File: config.mk
export PLATFORM = sky130hd
export DESIGN_NAME = rv32x_front
export DESIGN_NICKNAME = d
export VERILOG_FILES = /design/src/hw/rtl/rv32x_pkg.sv /design/src/hw/rtl/rv32x_front.sv
export SDC_FILE = /design/constraint.sdc
export NUM_CORES = 2
export LEC_CHECK = 0
export BUFFER_PORTS_ARGS = -buffer_cell sky130_fd_sc_hd__buf_2
export CAP_MARGIN = 10
export CORE_MARGIN = 2
export CORE_UTILIZATION = 47
export CTS_BUF_LIST = sky130_fd_sc_hd__clkbuf_4
export DETAILED_ROUTE_END_ITERATION = 16
export GPL_TIMING_DRIVEN = 0
export PLACE_DENSITY = 0.69
export SLEW_MARGIN = 30
export SYNTH_ARGS = -nofsm -noshare
export SYNTH_HDL_FRONTEND = slang
export SYNTH_SLANG_ARGS = --single-unit
File: constraint.sdc
create_clock -name clock -period 13.5 [get_ports clock]
set_input_delay 2.025 -clock clock [delete_from_list [all_inputs] [get_ports clock]]
set_output_delay 2.025 -clock clock [all_outputs]
set_load 0.01 [all_outputs]
File: src/hw/rtl/rv32x_pkg.sv
// Package for the RV32IM execute unit: request/response structs, op codes.
// No dependencies.
package rv32x_pkg;

   localparam logic [3:0] OP_LUI    = 4'd0;
   localparam logic [3:0] OP_AUIPC  = 4'd1;
   localparam logic [3:0] OP_JAL    = 4'd2;
   localparam logic [3:0] OP_JALR   = 4'd3;
   localparam logic [3:0] OP_IMM    = 4'd4;
   localparam logic [3:0] OP_REG    = 4'd5;
   localparam logic [3:0] OP_LOAD   = 4'd6;
   localparam logic [3:0] OP_STORE  = 4'd7;
   localparam logic [3:0] OP_BRANCH = 4'd8;
   localparam logic [3:0] OP_FENCE  = 4'd9;
   localparam logic [3:0] OP_HALT   = 4'd10;

   localparam logic [6:0] F7_ALT    = 7'h20;
   localparam logic [6:0] F7_MULDIV = 7'h01;

   localparam logic [2:0] F3_MUL    = 3'd0;
   localparam logic [2:0] F3_MULH   = 3'd1;
   localparam logic [2:0] F3_MULHSU = 3'd2;
   localparam logic [2:0] F3_MULHU  = 3'd3;
   localparam logic [2:0] F3_DIV    = 3'd4;
   localparam logic [2:0] F3_DIVU   = 3'd5;
   localparam logic [2:0] F3_REM    = 3'd6;
   localparam logic [2:0] F3_REMU   = 3'd7;

   // number of divider cells; each retires one quotient bit
   localparam int DIV_CELLS = 32;

   typedef struct packed {
      logic [3:0]         op_class;
      logic [2:0]         funct3;
      logic [6:0]         funct7;
      logic signed [31:0] rs1_value;
      logic signed [31:0] rs2_value;
      logic signed [31:0] immediate;
      logic [31:0]        instr_pc;
      logic [4:0]         dest_index;
   } req_type;

   typedef struct packed {
      logic signed [31:0] result_value;
      logic               rd_wen;
      logic [4:0]         write_index;
      logic               load_en;
      logic               store_en;
      logic [31:0]        mem_address;
      logic signed [31:0] store_data;
      logic               redirect;
      logic [31:0]        target_pc;
      logic               halt;
   } rsp_type;

   // divide state handed from cell to cell
   typedef struct packed {
      logic        valid;
      logic [31:0] rem;
      logic [31:0] quo;    // dividend shifts out on top, quotient in at bottom
      logic [31:0] dvs;    // divisor magnitude
      logic        neg_q;
      logic        neg_r;
      logic        want_rem;
      logic        special; // div by zero or overflow, value in spec_val
      logic [31:0] spec_val;
      logic        use_div;
      logic [31:0] early;  // result when not a divide
      rsp_type     rsp;
   } cell_type;

endpackage

File: src/hw/rtl/rv32x_front.sv
// Front stage: decode, ALU, branch, multiply, divide setup. Registered output.
// Depends on rv32x_pkg.
module rv32x_front (
   input  logic                clock,
   input  logic                reset,
   input  logic                start,
   input  rv32x_pkg::req_type  req_data,
   output rv32x_pkg::cell_type cell_out
);
   logic [31:0] a, b, imm, pc, opb, alu, res;
   logic        alt, lt_s, lt_u, taken;
   logic [4:0]  sh;
   rv32x_pkg::rsp_type rsp;
   logic        is_md, is_div, an, bn, sgn;
   logic [31:0] ma, mb;
   logic [65:0] prod;
   logic [32:0] ma33, mb33;
   rv32x_pkg::cell_type cell_in, cell_ff;
   logic        valid_ff;

   assign a   = req_data.rs1_value;
   assign b   = req_data.rs2_value;
   assign imm = req_data.immediate;
   assign pc  = req_data.instr_pc;

   // base ALU
   always_comb begin
      if (req_data.op_class == rv32x_pkg::OP_IMM) begin
         opb = imm;
         alt = (req_data.funct3 == 3'd5) && (req_data.funct7 == rv32x_pkg::F7_ALT);
      end else begin
         opb = b;
         alt = (req_data.funct7 == rv32x_pkg::F7_ALT);
      end
      sh   = opb[4:0];
      lt_s = $signed(a) < $signed(opb);
      lt_u = a < opb;
      case (req_data.funct3)
         3'd0:    alu = alt ? a - opb : a + opb;
         3'd1:    alu = a << sh;
         3'd2:    alu = {31'd0, lt_s};
         3'd3:    alu = {31'd0, lt_u};
         3'd4:    alu = a ^ opb;
         3'd5:    alu = alt ? 32'($signed(a) >>> sh) : a >> sh;
         3'd6:    alu = a | opb;
         default: alu = a & opb;
      endcase
   end

   // multiply (33x33 signed, one per cycle)
   always_comb begin
      ma33 = {(req_data.funct3 == rv32x_pkg::F3_MULH || req_data.funct3 ==
               rv32x_pkg::F3_MULHSU) & a[31], a};
      mb33 = {(req_data.funct3 == rv32x_pkg::F3_MULH) & b[31], b};
      prod = 66'($signed(ma33) * $signed(mb33));
   end

   // decode
   always_comb begin
      rsp    = '0;
      is_md  = (req_data.op_class == rv32x_pkg::OP_REG) &&
               (req_data.funct7 == rv32x_pkg::F7_MULDIV);
      is_div = is_md && req_data.funct3[2];
      case (req_data.funct3)
         3'd0:    taken = a == b;
         3'd1:    taken = a != b;
         3'd4:    taken = $signed(a) < $signed(b);
         3'd5:    taken = !($signed(a) < $signed(b));
         3'd6:    taken = a < b;
         3'd7:    taken = a >= b;
         default: taken = 1'b0;
      endcase
      res = 32'd0;
      case (req_data.op_class)
         rv32x_pkg::OP_LUI: begin
            res = imm; rsp.rd_wen = 1'b1;
         end
         rv32x_pkg::OP_AUIPC: begin
            res = pc + imm; rsp.rd_wen = 1'b1;
         end
         rv32x_pkg::OP_JAL: begin
            res = pc + 32'd4; rsp.rd_wen = 1'b1;
            rsp.redirect = 1'b1; rsp.target_pc = pc + imm;
         end
         rv32x_pkg::OP_JALR: begin
            res = pc + 32'd4; rsp.rd_wen = 1'b1;
            rsp.redirect = 1'b1; rsp.target_pc = (a + imm) & ~32'd1;
         end
         rv32x_pkg::OP_IMM: begin
            res = alu; rsp.rd_wen = 1'b1;
         end
         rv32x_pkg::OP_REG: begin
            rsp.rd_wen = 1'b1;
            if (is_md) begin
               res = (req_data.funct3 == rv32x_pkg::F3_MUL) ? prod[31:0] : prod[63:32];
            end else begin
               res = alu;
            end
         end
         rv32x_pkg::OP_LOAD: begin
            rsp.mem_address = a + imm; rsp.load_en = 1'b1; rsp.rd_wen = 1'b1;
         end
         rv32x_pkg::OP_STORE: begin
            rsp.mem_address = a + imm; rsp.store_data = b; rsp.store_en = 1'b1;
         end
         rv32x_pkg::OP_BRANCH: begin
            rsp.redirect  = taken;
            rsp.target_pc = taken ? pc + imm : 32'd0;
         end
         rv32x_pkg::OP_HALT: rsp.halt = 1'b1;
         default: ;
      endcase
      rsp.write_index = rsp.rd_wen ? req_data.dest_index : 5'd0;
   end

   // divider setup
   always_comb begin
      sgn = !req_data.funct3[0];
      an  = sgn & a[31];
      bn  = sgn & b[31];
      ma  = an ? 32'(-a) : a;
      mb  = bn ? 32'(-b) : b;
      cell_in          = '0;
      cell_in.valid    = start;
      cell_in.quo      = ma;
      cell_in.dvs      = mb;
      cell_in.neg_q    = an ^ bn;
      cell_in.neg_r    = an;
      cell_in.want_rem = req_data.funct3[1];
      cell_in.use_div  = is_div;
      cell_in.early    = res;
      cell_in.rsp      = rsp;
      if (b == 32'd0) begin
         cell_in.special  = 1'b1;
         cell_in.spec_val = req_data.funct3[1] ? a : 32'hFFFF_FFFF;
      end else if (sgn && a == 32'h8000_0000 && b == 32'hFFFF_FFFF) begin
         cell_in.special  = 1'b1;
         cell_in.spec_val = req_data.funct3[1] ? 32'd0 : a;
      end
   end

   always_ff @(posedge clock) begin
      cell_ff <= cell_in;
      if (reset) begin
         valid_ff <= 1'b0;
      end else begin
         valid_ff <= start;
      end
   end

   always_comb begin
      cell_out       = cell_ff;
      cell_out.valid = valid_ff;
   end
endmodule

After elaboration in Yosys (flattened, before gate mapping)
Cells that the tools add are included.
{"block": "op_classes", "multipliers": 1, "n_lt_le_gt_ge": 5, "muxes": 21, "n_div": 0, "n_reduce_logical": 14, "bitwise": 8, "n_eq_ne": 22, "shifts": 3, "add_sub_neg": 7}
{"cell": "$mux 32", "count": 11}
{"cell": "$pmux 32 s7", "count": 1}
{"cell": "$pmux 32 s5", "count": 1}
{"cell": "$lt 32x32->1", "count": 4}
{"cell": "$pmux 33 s3", "count": 1}
{"cell": "$add 32x32->32", "count": 3}
{"cell": "$eq 32x32->1 const B", "count": 2}
{"cell": "$mul 33x33->64", "count": 1}
{"cell": "$neg 32->32", "count": 2}
{"cell": "$mux 33", "count": 1}
{"cell": "$add 32x3->32 const B", "count": 1}
{"cell": "$and 32x32->32", "count": 1}
{"cell": "$eq 32x32->1", "count": 1}
{"cell": "$ge 32x32->1", "count": 1}
{"cell": "$logic_not 32->1", "count": 1}
{"cell": "$ne 32x32->1", "count": 1}
{"cell": "$or 32x32->32", "count": 1}
{"cell": "$shl 32x5->32", "count": 1}
{"cell": "$shr 32x5->32", "count": 1}
{"cell": "$sshr 32x5->32", "count": 1}
{"cell": "$sub 32x32->32", "count": 1}
{"cell": "$xor 32x32->32", "count": 1}
{"cell": "$eq 4x3->1 const B", "count": 4}
{"cell": "$eq 3x3->1 const B", "count": 4}
{"cell": "other kinds (18)", "count": 34}
{"block": "totals", "ram_bits": 0, "rom_bits": 0, "reg_bits": 240, "input_bits": 150, "n_memories": 0, "latchBits": 0, "output_inout_bits": 304}

Logic depth before layout (Yosys ltp)
{"block": "depth", "word_depth": 7, "mapped_depth": 33}

Least setup slack after synthesis
OpenSTA, ideal clock, no wires.
{"block": "synth_timing", "path_kind": "input-to-reg", "from": "input port req_data[140] (netlist bit)", "to": "register cell_ff, in the netlist cell_out[168]", "setup_slack_ps": 2787, "arrival_ps": 10639, "required_time_ps": 13426, "path_stages": 31, "cell_sequence": "clkbuf_1 nor2b_1 o21ba_2 and2_0 clkbuf_1 nand2_1 fa_1 fa_1 inv_1 fa_1 inv_1 fa_1 inv_1 fa_1 fa_1 inv_1 fa_1 fa_1 inv_1 ha_1 clkbuf_1 nand3_1 nor3_1 a221oi_1 o31ai_1 mux2_2 a21oi_1 o21ai_0 o21ba_2 and3_1 a31oi_1"}
{"item": "from (decl)", "line_no": "rv32x_front.sv:7", "text": "input rv32x_pkg::req_type req_data,"}
{"item": "to (signal assigned)", "line_no": "rv32x_front.sv:143", "text": "cell_ff <= cell_in;"}
{"item": "to (decl)", "line_no": "rv32x_front.sv:18", "text": "rv32x_pkg::cell_type cell_in, cell_ff;"}

==> reports/results.tsv <==
stage	metric	value	unit
sta	drv_slew	0	
critical_path	worst_ep_required_time	14350	ps
layout	final_cells	9464	
global_routing	grt_busiest_layer	met2	
clock_tree	numClockSinks	240	
die	rows	130	
sta	hold_ws	1211	ps
logic_synthesis	ys_seq_elements	240	
critical_path	crit_family	adder cells	
sta	finalHoldViolCount	0	
global_routing	met2_usage	70.05	%
logic_synthesis	async_flop_share	0	%
critical_path	cp-end-kind	register	
logic_synthesis	synth_area_leader_cell	fa_1	
routing	wl_per_cell	34.50	µm
die	dieArea	130300	µm²
routing	remaining_drc_errors	0	
global_routing	first_global_vias	58758	
clock_tree	cts_buffers	61	
global_routing	antenna_found_initial	46	
logic_synthesis	synth_warnings	0	
clock_tree	clkSlewWorstSetupHoldPaths	70	ps
layout	syn_to_final_growth	9.525	%
die	initial_utilization	47.49	%
clock_tree	cts-root-buf	clkbuf_4	
outcome	status	finished, final reports clean	
routing	drt_first_iter_violations	7506	
sta	finalCriticalPeriod	13500	ps
worst_hold_path	holdPathStages	2	
placement	place_congestion	1.075	
worst_hold_path	hold_class	input port to register	
worst_hold_path	hold_path_end	valid_ff	
worst_hold_path	min_from	reset	
sta	final-setup-viol-count	0	
job	maxCapViolCount	0	
global_routing	grtUsageTotal	49.88	%
sta	tns	0	ps
logic_synthesis	synth_top_area_share	37.75	%
global_routing	grt_first_pass_wirelength	450.9	mm
logic_synthesis	yosysSeqAreaShare	8.025	%
die	die_height	360.9	µm
placement	port_buffers	386	
layout	final_nets	9460	
die	io_pins	454	
critical_path	cp_slowest_cell	fa_1	
placement	dp_hpwl	269.6	mm
critical_path	start_kind	input port	
critical_path	crit_type	input port to register	
clock_tree	post-cts-setup-buffer-count	0	
layout	regArea	4805	µm²
routing	vias_per_cell	6.182	
die	die_w	360.9	µm
logic_synthesis	ys_types	77	
sta	rsz0062_at_grt	no	
global_routing	grtUsageMet3	19.57	%
logic_synthesis	synth.avg_cell_area	8.304	µm²
logic_synthesis	mappedNetlistArea	59870	µm²
sta	max_clock_freq	74.08	MHz
critical_path	path_buf_inv	9	
critical_path	cpPeakStageDelay	970	ps
critical_path	arrival	14350	ps
global_routing	met1_usage	62.16	%
layout	fin_area	65570	µm²
layout	multi_input_area	48250	µm²
sta	finalCritPeriodShare	99.99	%
layout	drive_gt1_share	10.18	%
routing	vias	58502	
global_routing	grt_start_max_net_pins	25	
critical_path	crit_path_frequent_cell	fa_1	
logic_synthesis	netlist_instances	7210	
logic_synthesis	ys_dominant_reg_cell	dfxtp_1	
clock_tree	cts_tree	built	
logic_synthesis	synth-edff-count	0	
clock_tree	ctsHtreeMaxLevel	2	
logic_synthesis	synth.area.top_cells	fa_1 (38%), ha_1 (9.3%), inv_1 (8.4%), dfxtp_1 (8.0%), nand2_1 (6.1%)	
placement	place_inst	9325	
routing	drt_pass1_iterations	7	
critical_path	path_max_fanout	11	
routing	ant_nets	0	
routing	wirelength	326.5	mm
placement	place_area	64630	µm²
clock_tree	cts_hold_buf	0	
sta	max-slew-margin-rel	21.74	%
global_routing	grt_overflow_total	0	
sta	tightest_slew	1174	ps
die	core	126100	µm²
clock_tree	clockBufferDepth	3	
layout	nFillCells	12439	
==> how the worst max path moves through the flow <==
stage	to	from	slack [ps]	cells after the start
after global routing	cell_out[164]	req_data[132]	30	29
after CTS	cell_out[158]	req_data[140]	40	29
after floorplan	cell_out[168]	req_data[140]	2790	31
after detailed placement	cell_out[158]	req_data[140]	-960	29
after global placement	cell_out[158]	req_data[132]	-2710	28
final	cell_out[164]	req_data[132]	2	29
==> kinds of logic after synthesis <==
kind of cell / Yosys count / synth area share [%]
flops: 240 / 8.025
buf+inv: 1848 / 12.04
compound gates: 1106 / 12.02
other cells: 1 / 0.006263
simple gates: 2043 / 14.42
fa+ha+maj: 1572 / 47.01
xor+xnor: 238 / 3.482
mux: 162 / 2.993
==> cells in the final DEF (no fill, tap or decap), drive strengths merged, types with 46 or more instances in the layout <==
master and count:
inv 1339, fa 1129, nand2 980, nor2 629
buf 585, ha 443, clkbuf 396, a21oi 307
dfxtp 240, o21ai 220, xnor2 176, mux2i 143
nor3 103, a21o 80, nand3 66, conb 64
xor2 62, a211oi 57, o211ai 48, a31oi 46
==> final cells by class <==
cell class / instances / area share [%]
Tap cell: 1650 / 3.148
Buffer: 496 / 3.492
Clock buffer: 84 / 0.9617
Inverter: 1352 / 7.741
Sequential cell: 240 / 7.327
Multi-Input combinational cell: 5185 / 73.58
Timing Repair Buffer: 402 / 3.324
Clock inverter: 31 / 0.3320
Antenna cell: 24 / 0.09159
==> metal layers <==
| layer | vias to the layer above | part of all wire (%) |
|---|---|---|
| met5 | - | 0.077 |
| met1 | 29126 | 37 |
| met2 | 4588 | 40 |
| li1 | 23680 | - |
| met4 | 38 | 8.9 |
| met3 | 1070 | 15 |
==> state kept, by name, summed over array words and instances (netlist names) <==
name	flops
valid_ff	1
cell_out	239
==> synth_stat cells (24+ instances only) <==
library cell  instances
inv_1              1332
fa_1               1129
nand2_1             980
nor2_1              629
ha_1                443
clkbuf_1            310
a21oi_1             307
dfxtp_1             240
o21ai_0             220
xnor2_1             176
mux2i_1             143
nor3_1              103
buf_1               102
a21o_1               80
buf_4                67
nand3_1              66
xor2_1               62
a211oi_1             57
o211ai_1             48
a31oi_1              46
nand4_1              42
and3_1               40
o22ai_1              36
o21a_1               29
nor2b_1              28
nor4_1               27
o31ai_1              27
nand2b_1             26
o221ai_1             26
and2_1               24
or3_1                24
==> metrics by stage <==
| stage | worst slack (ps) | utilization [%] |
|---|---|---|
| 5_1_grt | 33.57 | 51.98 |
| 3_3_place_gp | -2714 | 50.85 |
| 2_1_floorplan | 2787 | - |
| 3_5_place_dp | -958.0 | 51.27 |
| 4_1_cts | 36.33 | 51.94 |
| 6_report | 1.704 | 52.02 |
==> timing repair <==
item / in CTS / in global routing
resized for setup: 0 / 4
hold endpoints to repair: 0 / 0
endpoints found under the setup margin: 0 / 5
Power is left out: the tool's default activity adds up to more than one toggle a clock period on the data nets, which glitch-free logic cannot reach.
