**src/hw/rtl/rv32x_pkg.sv**
```systemverilog
// Package for the RV32IM execute unit: request/response structs, op codes.
// No dependencies.
package rv32x_pkg;

   localparam logic [3:0] OP_LUI    = 4'd0;
   localparam logic [3:0] OP_AUIPC  = 4'd1;
   localparam logic [3:0] OP_JAL    = 4'd2;
   localparam logic [3:0] OP_JALR   = 4'd3;
   localparam logic [3:0] OP_IMM    = 4'd4;
   localparam logic [3:0] OP_REG    = 4'd5;
   localparam logic [3:0] OP_LOAD   = 4'd6;
   localparam logic [3:0] OP_STORE  = 4'd7;
   localparam logic [3:0] OP_BRANCH = 4'd8;
   localparam logic [3:0] OP_FENCE  = 4'd9;
   localparam logic [3:0] OP_HALT   = 4'd10;

   localparam logic [6:0] F7_ALT    = 7'h20;
   localparam logic [6:0] F7_MULDIV = 7'h01;

   localparam logic [2:0] F3_MUL    = 3'd0;
   localparam logic [2:0] F3_MULH   = 3'd1;
   localparam logic [2:0] F3_MULHSU = 3'd2;
   localparam logic [2:0] F3_MULHU  = 3'd3;
   localparam logic [2:0] F3_DIV    = 3'd4;
   localparam logic [2:0] F3_DIVU   = 3'd5;
   localparam logic [2:0] F3_REM    = 3'd6;
   localparam logic [2:0] F3_REMU   = 3'd7;

   // number of divider cells; each retires one quotient bit
   localparam int DIV_CELLS = 32;

   typedef struct packed {
      logic [3:0]         op_class;
      logic [2:0]         funct3;
      logic [6:0]         funct7;
      logic signed [31:0] rs1_value;
      logic signed [31:0] rs2_value;
      logic signed [31:0] immediate;
      logic [31:0]        instr_pc;
      logic [4:0]         dest_index;
   } req_type;

   typedef struct packed {
      logic signed [31:0] result_value;
      logic               rd_wen;
      logic [4:0]         write_index;
      logic               load_en;
      logic               store_en;
      logic [31:0]        mem_address;
      logic signed [31:0] store_data;
      logic               redirect;
      logic [31:0]        target_pc;
      logic               halt;
   } rsp_type;

   // divide state handed from cell to cell
   typedef struct packed {
      logic        valid;
      logic [31:0] rem;
      logic [31:0] quo;    // dividend shifts out on top, quotient in at bottom
      logic [31:0] dvs;    // divisor magnitude
      logic        neg_q;
      logic        neg_r;
      logic        want_rem;
      logic        special; // div by zero or overflow, value in spec_val
      logic [31:0] spec_val;
      logic        use_div;
      logic [31:0] early;  // result when not a divide
      rsp_type     rsp;
   } cell_type;

endpackage

```
**src/hw/rtl/rv32x_cell.sv**
```systemverilog
// One divider cell: a restoring step plus a register to the next cell.
// Depends on rv32x_pkg.
module rv32x_cell (
   input  logic                clock,
   input  logic                reset,
   input  rv32x_pkg::cell_type cell_in,
   output rv32x_pkg::cell_type cell_out
);
   logic [32:0] trial;
   logic [31:0] shifted;
   rv32x_pkg::cell_type next_in;
   rv32x_pkg::cell_type data_ff;
   logic                valid_ff;

   // shift in the next dividend bit, subtract if it fits
   always_comb begin
      next_in = cell_in;
      shifted = {cell_in.rem[30:0], cell_in.quo[31]};
      trial   = {1'b0, shifted} - {1'b0, cell_in.dvs};
      if (!trial[32] && !cell_in.rem[31]) begin
         next_in.rem = trial[31:0];
         next_in.quo = {cell_in.quo[30:0], 1'b1};
      end else if (cell_in.rem[31]) begin
         // 33-bit partial remainder always exceeds divisor
         next_in.rem = shifted - cell_in.dvs;
         next_in.quo = {cell_in.quo[30:0], 1'b1};
      end else begin
         next_in.rem = shifted;
         next_in.quo = {cell_in.quo[30:0], 1'b0};
      end
   end

   always_ff @(posedge clock) begin
      data_ff <= next_in;
      if (reset) begin
         valid_ff <= 1'b0;
      end else begin
         valid_ff <= cell_in.valid;
      end
   end

   always_comb begin
      cell_out       = data_ff;
      cell_out.valid = valid_ff;
   end
endmodule

```
**config.mk**
```make
export PLATFORM = sky130hd
export DESIGN_NAME = rv32x_cell
export DESIGN_NICKNAME = d
export VERILOG_FILES = /design/src/hw/rtl/rv32x_pkg.sv /design/src/hw/rtl/rv32x_cell.sv
export SDC_FILE = /design/constraint.sdc
export NUM_CORES = 1
export LEC_CHECK = 0
export BUFFER_PORTS_ARGS = -buffer_cell sky130_fd_sc_hd__buf_2
export CAP_MARGIN = 40
export CORE_AREA = 2 2 234 236
export DETAILED_ROUTE_END_ITERATION = 10
export DIE_AREA = 0 0 236 238
export GPL_ROUTABILITY_DRIVEN = 0
export PLACE_DENSITY = 0.35
export SETUP_SLACK_MARGIN = 0.15
export SYNTH_ARGS = -nofsm -noshare
export SYNTH_HDL_FRONTEND = slang
export SYNTH_SLANG_ARGS = --single-unit
export TNS_END_PERCENT = 50
```
**constraint.sdc**
```tcl
create_clock -name clock -period 3.29 [get_ports clock]
set_input_delay 0.329 -clock clock [delete_from_list [all_inputs] [get_ports clock]]
set_output_delay 0.329 -clock clock [all_outputs]
set_load 0.05 [all_outputs]
```
**Yosys cells after proc, flatten, opt, wreduce, memory -nomap -nowiden**

Cells that the tools add are included.

- Input bits: 306
- Output and inout port bits: 304
- Word-level logic and storage cells: 29
- Register bits after elaboration: 304

- Add/subtract/negate cells: 2
- Reductions and logical operators: 3
- Muxes and demuxes: 2

Operator list:

| cell | number |
|---|---|
| $mux W64 | 2 |
| $sub A32 B32 Y33 | 1 |
| $sub A32 B32 Y32 | 1 |
| $logic_not A1 Y1 | 2 |
| $logic_and A1 B1 Y1 | 1 |

**Depth between registers and ports, before layout**

Gate-level depths: netlist of the first run.

- Word-level depth: 4
- Gate-level depth with buffers: 13
- Mapped depth without buffers: 12

**Worst setup path before layout of the first run**

No wires, ideal clock.

- Kind: input to register
- From: input port cell_in[270] in the netlist's numbering
- To: register data_ff (netlist bit cell_out[298])
- Library setup time: 0.120 ns
- Required time: 3.170 ns
- Buffers on the path: 1
- Cell stages on the path: 11
- Path slack: 0.709 ns
- Arrival time: 2.461 ns
- Cells stage by stage: inv_1 > ha_1 > fa_1 > nand2b_1 > a211oi_2 > o21ai_1 > a31o_2 > a31oi_2 > o21ai_4 > buf_4 > o31a_1

RTL lines:

| element | RTL line | RTL |
|---|---|---|
| start, declared | rv32x_cell.sv:6 | `input rv32x_pkg::cell_type cell_in,` |
| end signal, assigned | rv32x_cell.sv:34 | `data_ff <= next_in;` |
| end, declared | rv32x_cell.sv:12 | `rv32x_pkg::cell_type data_ff;` |

==> impl_summary.txt, run 1 <==
----------------------------------------------------
[Status]
  Status ... complete, no violations

[Layout]
  Count of fill cells added during filler insertion ... 5,598
  Share of post-route cells with drive strength above 1 ... 42.6%
  Fraction of the core area covered by cells at the end of the flow ... 30.7%
  Combined area of the multi-input logic cells ... 2000 um2
  Final #Nets ... 1,931
  Flip-flop and latch area ... 6090 um2
  Post-synthesis to final-layout area growth ... 97.5%

[Power]
  Part of the total power dissipated in combinational logic ... 22.1%
  NetSw ... 3330 uW
  Int Power ... 7040 uW
  Leakage dissipation ... 0.00791 uW
  Clk network pwr share ... 39.1%
  IR Drop Worst-Case VDD ... 0.000339 V
  Part of the total power dissipated in sequential elements ... 38.8%
  Power Dens Cells ... 631 nW/um2
  Switching power as a share of total power ... 32.1%

[Place]
  Detailed Place HPWL ... 35,000 um
  Port buffer count ... 609

[Setup path]
  Critical path cell sequence ... dlygate4sd3_1 -> buf_2 -> inv_1 -> ha_1 -> a21oi_1 -> o21ai_0 -> o21ai_1 -> a31o_2 -> a31oi_4 -> o21ai_4 -> inv_2 -> mux2_2
  Worst path slowest cell ... dlygate4sd3_1
  Peak per-stage delay on the critical path ... 0.59 ns
  Cell family contributing the most delay on the critical path ... compound AO/OA/AOI/OAI gates
  Required arrival time at the worst endpoint ... 3.71 ns
  Number of gates on the worst path with buffers counted ... 12
  Worst Setup Path Type ... input pin to register
  Critical path capture point type ... register
  Launching instance or port of the critical path ... cell_in[212]
  Critical path capture point ... cell_out[285]
  Worst-path fanout max ... 12
  Startpoint types ... input pin
  Buffers plus inverters on the worst setup path ... 4
  Endpoint arrival time on the critical path ... 3.43 ns

[Global routing]
  Global-route wire length before repair ... 60,600 um
  Overflow after GRT ... 0
  Total global routing track utilization ... 14.9%
  Maximum number of pins on one net before global-route repair ... 27
  Number of antenna violations at the first check in global routing ... 12
  Vias in the first global route ... 8,710

[Floorplanning]
  Floorplan die area ... 56,200 um2
  Num ports ... 610
  Number of rows created at floorplan ... 85
  Horizontal die dimension ... 236 um
  Vertical extent of the die ... 238 um
  Area of the core ... 53,500 um2
  Initial core utilization ... 15.5%

[STA]
  Final hold vios ... 0
  Pin slew with the least headroom to its limit ... 0.680 ns
  Pins over their slew limit ... 0
  Final-report setup violation count ... 0
  Headroom to the max-slew limit ... 54.2%
  Setup TNS ... 0 ns
  Crit path time final ... 3.01 ns
  Unrepaired setup endpoints after global routing ... yes
  Peak Freq ... 0.332 GHz
  Post-route fraction of the period consumed by the critical path ... 91.6%

[Clock network]
  CTS buffer count ... 38
  Maximum buffer depth of the clock tree ... 3
  Number of levels in the clock H-tree ... 2
  Buffer cell driving the clock tree root ... clkbuf_16
  Sinks on Clock Net ... 304
  Clock transition at the registers of the reported paths ... 0.05 ns
  Clock tree from TritonCTS ... built

[Routing]
  Post-DR vias/cell ... 3.56
  Violation count after the first detailed-routing iteration ... 220
  Router iterations before antenna repair ... 4
  DR WL/cell ... 19.0 um
  Post-detailed-route DRC marker count ... 0
  Total routed wirelength ... 44,100 um
  Via count ... 8,267
  Routed Antenna Nets ... 0

[Synth]
  Warnings from Yosys ... 0
  Synthesis-stage register bit count ... 304
  Sequential cell area fraction in the yosys report ... 73.2%
  Share of the synthesized area in the top cell type ... 73.2%
  Cell area after synthesis ... 8320 um2
  Net Count, Synth ... 995
  Synth async-reset ratio ... 0%
  Area leader, netlist ... dfxtp_1
  Most used flip-flop cell after synthesis ... dfxtp_1
  Cells taking the most area after synthesis ... dfxtp_1 73%, ha_1 4.8%, o21ai_0 2.2%
  Post-Syn Instances ... 656
  Post-synth EDFFs ... 0
  Synth cell types ... 53
  Post-Synthesis Mean Instance Area ... 12.7 um2

[Job]
  Max-cap viol count ... 0

[Min path]
  Hold crit path type ... input pin to register

----------------------------------------------------
[cell usage after synthesis, types with 2 or more instances]
cell type / count
a211oi_1: 2
a21o_1: 16
a21oi_1: 32
a221oi_1: 2
a31o_2: 3
a31oi_1: 2
and2_1: 2
and3_1: 3
buf_2: 4
buf_4: 3
clkbuf_1: 7
dfxtp_1: 304
ha_1: 32
inv_1: 46
nand2_1: 44
nand2b_1: 5
nand3_1: 13
nand4_1: 3
nor2_1: 18
nor2b_1: 4
nor3_1: 2
o2111ai_1: 3
o211ai_1: 3
o21a_1: 3
o21ai_0: 37
o21ai_1: 7
o21bai_1: 5
o31ai_1: 3
xnor2_1: 16
xor2_1: 9
[power by group through the flow]
| stage | logic (uW) | clock network, uW | registers [uW] |
|---|---|---|---|
| 6_report | 2290 | 4050 | 4030 |
| 3_3_place_gp | 2000 | 0 | 4110 |
| 2_1_floorplan | 379 | 0 | 5050 |
| 5_1_grt | 2410 | 4350 | 4050 |
| 4_1_cts | 2310 | 4220 | 4030 |
| 3_5_place_dp | 2000 | 0 | 4100 |
[state kept, by name (all words and copies together) (netlist names)]
signal	count
cell_out	303
valid_ff	1
[layout by cell type, fill, tap and decap left out, drive strengths merged, types with 6 or more instances in the layout]
| master | netlist | routed |
|---|---|---|
| a21o | 16 | 16 |
| a21oi | 32 | 32 |
| buf | 7 | 613 |
| clkbuf | 8 | 55 |
| clkinv | 0 | 8 |
| dfxtp | 304 | 304 |
| diode | 0 | 6 |
| dlygate4sd3 | 0 | 298 |
| ha | 32 | 32 |
| inv | 47 | 49 |
| nand2 | 44 | 44 |
| nand3 | 13 | 13 |
| nor2 | 18 | 18 |
| o21ai | 45 | 45 |
| xnor2 | 16 | 16 |
| xor2 | 9 | 9 |
[worst min-delay path, delay by kind of cell]
| kind | cells | cell delay, ns |
|---|---|---|
| AO/OA/AOI/OAI | 1 | 0.06 |
| buffers and inverters | 1 | 0.12 |
| AND/OR/NAND/NOR | 1 | 0.05 |
[layer usage]
layer / global-route usage [%] / vias to the layer above / wire [um]
li1: - / 4062 / -
met2: 25.6 / 342 / 21300
met1: 16.0 / 3773 / 16800
met4: 7.86 / 12 / 2290
met5: 0 / - / 81
met3: 5.62 / 78 / 3580
[worst min path at each step]
| stage | cells after the start | to | slack, ns | from |
|---|---|---|---|---|
| finish | 3 | cell_out[273] | 0.07 | cell_in[272] |
| global route | 3 | cell_out[273] | 0.06 | cell_in[272] |
| CTS | 3 | cell_out[296] | 0.02 | cell_in[295] |
| detailed placement | 1 | cell_out[156] | 0.43 | cell_in[156] |
| global placement | 1 | cell_out[187] | 0.43 | cell_in[187] |
| floorplan | 0 | cell_out[0] | 0.36 | cell_in[0] |
[cells by family after synthesis]
logic type | Yosys count | share of synthesized area [%]
compound gates | 133 | 10.6
xor+xnor | 25 | 2.63
fa+ha+maj | 33 | 5.05
buf+inv | 62 | 3.01
flops | 304 | 73.2
mux | 1 | 0.135
simple gates | 98 | 5.42
[through the flow]
step | total power [uW] | hold WS, ns | area (um2) | instances | setup WS, ns
global route | 10800 | 0.0554 | 16400 | 2319 | 0.137
CTS | 10600 | 0.0181 | 16400 | 2314 | 0.167
finish | 10400 | 0.0658 | 16400 | 2321 | 0.276
floorplan | 5430 | 0.357 | 8320 | 656 | 0.709
detailed placement | 6100 | 0.433 | 12200 | 1949 | 0.122
global placement | 6110 | 0.432 | 12200 | 1949 | 0.204
[area by class of cell]
cell class                 count  share of cell area, %
sequential                   304                   37.1
timing repair buffer         911                   37.0
multi-input combinational    290                   12.2
clock buffer                  55                   6.74
tap                          696                   5.30
inverter                      47                   1.07
clock inverter                12                  0.625
antenna                        6                 0.0914
[what timing repair did]
action                                 CTS  global route
endpoints found under the hold margin  297             0
hold buffers                           298             0
setup buffers                            0             1
gates resized for setup                  0             5
setup endpoints to repair                0            28
No activity file was read; power rests on OpenSTA's default activity.
==> run 2, diff against run 1 <==
- ABC_AREA: unset -> 1
- CORE_AREA: 2 2 234 236 -> 2 2 237 239
- DIE_AREA: 0 0 236 238 -> 0 0 239 241
- PLACE_DENSITY: 0.35 -> 0.36
==> run 2 against run 1 <==
Effect of this change: worst hold slack got worse by 0.029 ns; combinational power increased by 4%; count of clock-buffer cells in the layout decreased by 4; maximum frequency increased by 7.0%; final cell count increased by 11%; setup slack improved by 0.20 ns; via count increased by 13%; design area increased by 5.8%; die area increased by 2.5%; critical endpoint is now cell_out[281]; largest cell class unchanged.
==> impl_summary.txt, run 2 <==
----------------------------------------------------
[Synth]
  Cell area after synthesis ... 9040 um2 (was 8320 um2)
  Post-synth EDFFs ... 0 (unchanged)
  Area leader, netlist ... dfxtp_1 (unchanged)
  Most used flip-flop cell after synthesis ... dfxtp_1 (unchanged)
  Warnings from Yosys ... 0 (unchanged)
  Sequential cell area fraction in the yosys report ... 67.3% (was 73.2%)
  Synthesis-stage register bit count ... 304 (unchanged)
  Most instantiated library cell after synthesis ... dfxtp_1 (unchanged)
  Synth cell types ... 29 (was 53)
  Post-Syn Instances ... 901 (was 656)
  Synth async-reset ratio ... 0% (unchanged)
  Most frequent cells after synthesis ... 304 x dfxtp_1, 212 x nand2_1, 138 x inv_1 (was 304 x dfxtp_1, 46 x inv_1, 44 x nand2_1)
  Cells taking the most area after synthesis ... dfxtp_1 67%, nand2_1 8.8%, inv_1 5.7% (was dfxtp_1 73%, ha_1 4.8%, o21ai_0 2.2%)
  Net Count, Synth ... 1,240 (was 995)
  Share of the synthesized area in the top cell type ... 67.3% (was 73.2%)
  Post-Synthesis Mean Instance Area ... 10.0 um2 (was 12.7 um2)

[Place]
  Port buffer count ... 609 (unchanged)
  Pre-CTS setup slack ... 0.428 ns (was 0.122 ns)
  Detailed Place HPWL ... 46,100 um (was 35,000 um)
  Post-detailed-placement cell area ... 12,900 um2 (was 12,200 um2)

[STA]
  Setup TNS ... 0 ns (unchanged)
  Pin slew with the least headroom to its limit ... 0.401 ns (was 0.680 ns)
  Post-route fraction of the period consumed by the critical path ... 85.6% (was 91.6%)
  Crit path time final ... 2.82 ns (was 3.01 ns)
  Peak Freq ... 0.355 GHz (was 0.332 GHz)
  Final-report setup violation count ... 0 (unchanged)
  Final hold vios ... 0 (unchanged)
  Headroom to the max-slew limit ... 73.5% (was 54.2%)
  Unrepaired setup endpoints after global routing ... no (was yes)
  Pins over their slew limit ... 0 (unchanged)
  Final critical-path setup slack ... 0.474 ns (was 0.276 ns)

[Setup path]
  Required arrival time at the worst endpoint ... 3.78 ns (was 3.71 ns)
  Critical path cell sequence ... dlygate4sd3_1 -> buf_2 -> ha_1 -> fa_1 -> inv_1 -> nand2_1 -> nand2_1 -> nand3_1 -> nand2_2 -> nand2_1 -> nand2_2 -> nand3_4 -> nand2_4 -> buf_12 -> nor2_1 -> a21oi_2 (was dlygate4sd3_1 -> buf_2 -> inv_1 -> ha_1 -> a21oi_1 -> o21ai_0 -> o21ai_1 -> a31o_2 -> a31oi_4 -> o21ai_4 -> inv_2 -> mux2_2)
  Startpoint types ... input pin (unchanged)
  Most used cell along the critical path ... nand2_1
  Endpoint arrival time on the critical path ... 3.31 ns (was 3.43 ns)
  Critical path capture point type ... register (unchanged)
  Worst Setup Path Type ... input pin to register (unchanged)
  Peak per-stage delay on the critical path ... 0.53 ns (was 0.59 ns)
  Worst path slowest cell ... dlygate4sd3_1 (unchanged)
  Worst-path fanout max ... 29 (was 12)

[Clock network]
  CTS buffer count ... 40 (was 38)
  Sinks on Clock Net ... 304 (unchanged)
  Post-cts sizing count ... 0 (unchanged)
  Number of levels in the clock H-tree ... 2 (unchanged)
  Maximum buffer depth of the clock tree ... 3 (unchanged)
  Clock transition at the registers of the reported paths ... 0.06 ns (was 0.05 ns)
  Clock tree from TritonCTS ... built (unchanged)
  Buffer cell driving the clock tree root ... clkbuf_16 (unchanged)
  Setup Fix Bufs, Post-CTS ... 0 (unchanged)
  Post-cts hold buffer count ... 289 (was 298)

[Job]
  Max-cap viol count ... 0 (unchanged)

[Floorplanning]
  Initial core utilization ... 16.5% (was 15.5%)
  Number of rows created at floorplan ... 86 (was 85)
  Floorplan die area ... 57,600 um2 (was 56,200 um2)
  Area of the core ... 54,900 um2 (was 53,500 um2)
  Vertical extent of the die ... 241 um (was 238 um)
  Num ports ... 610 (unchanged)
  Horizontal die dimension ... 239 um (was 236 um)

[Layout]
  Final #Nets ... 2,174 (was 1,931)
  Final Instance Area ... 17,400 um2 (was 16,400 um2)
  Leading cell types in the layout, fill and taps excluded ... 609 x buf_2, 304 x dfxtp_1, 289 x dlygate4sd3_1, 212 x nand2_1, 138 x inv_1 (was 609 x buf_2, 304 x dfxtp_1, 298 x dlygate4sd3_1, 46 x inv_1, 44 x nand2_1)
  Share of post-route cells with drive strength above 1 ... 37.9% (was 42.6%)
  Number of flip-flops in the largest register ... 303 (unchanged)
  Commonest non-fill, non-tap cell in the layout ... buf_2 (unchanged)
  Fraction of the core area covered by cells at the end of the flow ... 31.7% (was 30.7%)
  Post-synthesis to final-layout area growth ... 92.1% (was 97.5%)

[Routing]
  Total routed wirelength ... 55,700 um (was 44,100 um)
  Router iterations before antenna repair ... 4 (unchanged)
  Routed Antenna Nets ... 0 (unchanged)
  Post-DR vias/cell ... 3.62 (was 3.56)
  Post-detailed-route DRC marker count ... 0 (unchanged)
  Violation count after the first detailed-routing iteration ... 273 (was 220)
  Via count ... 9,358 (was 8,267)
  DR WL/cell ... 21.5 um (was 19.0 um)

[Global routing]
  Global-route wire length before repair ... 73,100 um (was 60,600 um)
  Vias in the first global route ... 9,826 (was 8,710)
  Total global routing track utilization ... 18.4% (was 14.9%)
  Number of antenna violations at the first check in global routing ... 25 (was 12)
  Overflow after GRT ... 0 (unchanged)
  Maximum number of pins on one net before global-route repair ... 30 (was 27)

[Power]
  Power Dens Cells ... 658 nW/um2 (was 631 nW/um2)
  IR Drop Worst-Case VDD ... 0.000351 V (was 0.000339 V)
  Leakage dissipation ... 0.00879 uW (was 0.00791 uW)
  Sum of internal, switching and leakage power ... 11,400 uW (was 10,400 uW)

[Status]
  Status ... complete, no violations (unchanged)

[Min path]
  Hold crit path type ... input pin to register (unchanged)

----------------------------------------------------
## run 2: area by class of cell
cell class,instances,area [um2]
clock inverter,23,413
inverter,138,518
timing repair buffer,900,5970
antenna,14,35.0
clock buffer,51,1100
fill,5779,37500
multi-input combinational,451,2370
sequential,304,6090
tap,704,881
## run 2: worst paths after layout
path                      from  slack (ns)  cells past startpoint             to
setup / recovery  cell_in[207]        0.47                     16  cell_out[281]
hold / removal    cell_in[295]        0.04                      3  cell_out[296]
## run 2: worst max-delay path, delay by kind of cell
| kind | cells | cell delay (ns) |
|---|---|---|
| and+or+nand+nor | 9 | 1.17 |
| buffers and inverters | 4 | 1.02 |
| AOI/OAI and AO/OA | 1 | 0.11 |
| adders and majority gates | 2 | 0.64 |
## run 2: metal layers
metal | vias up | part of all wire, % | global-route usage (%)
met5 | - | 0.17 | 0
met4 | 16 | 2.8 | 5.53
met3 | 74 | 9.7 | 8.08
met2 | 357 | 49 | 32.5
met1 | 4263 | 38 | 19.7
li1 | 4648 | - | -
## run 2: stage by stage
stage / cells / hold slack (ns)
after global routing: 2579 / 0.0138
after detailed placement: 2208 / 0.433
after global placement: 2208 / 0.431
after floorplan: 901 / 0.357
after CTS: 2571 / 0.000439
final: 2585 / 0.0364
## run 2: report_power, final
group | switching, uW | internal (uW)
sequential | 71.5 | 3940
clock | 1830 | 3180
combinational | 1660 | 729
## run 2: logic make-up after synthesis
logic type | after synthesis | synth area share, %
and+or+nand+nor | 349 | 16.2
DFF | 304 | 67.3
buffers and inverters | 146 | 6.50
AOI/OAI and AO/OA | 52 | 3.72
adders and majority gates | 33 | 4.65
xor gates and xnor gates | 17 | 1.65
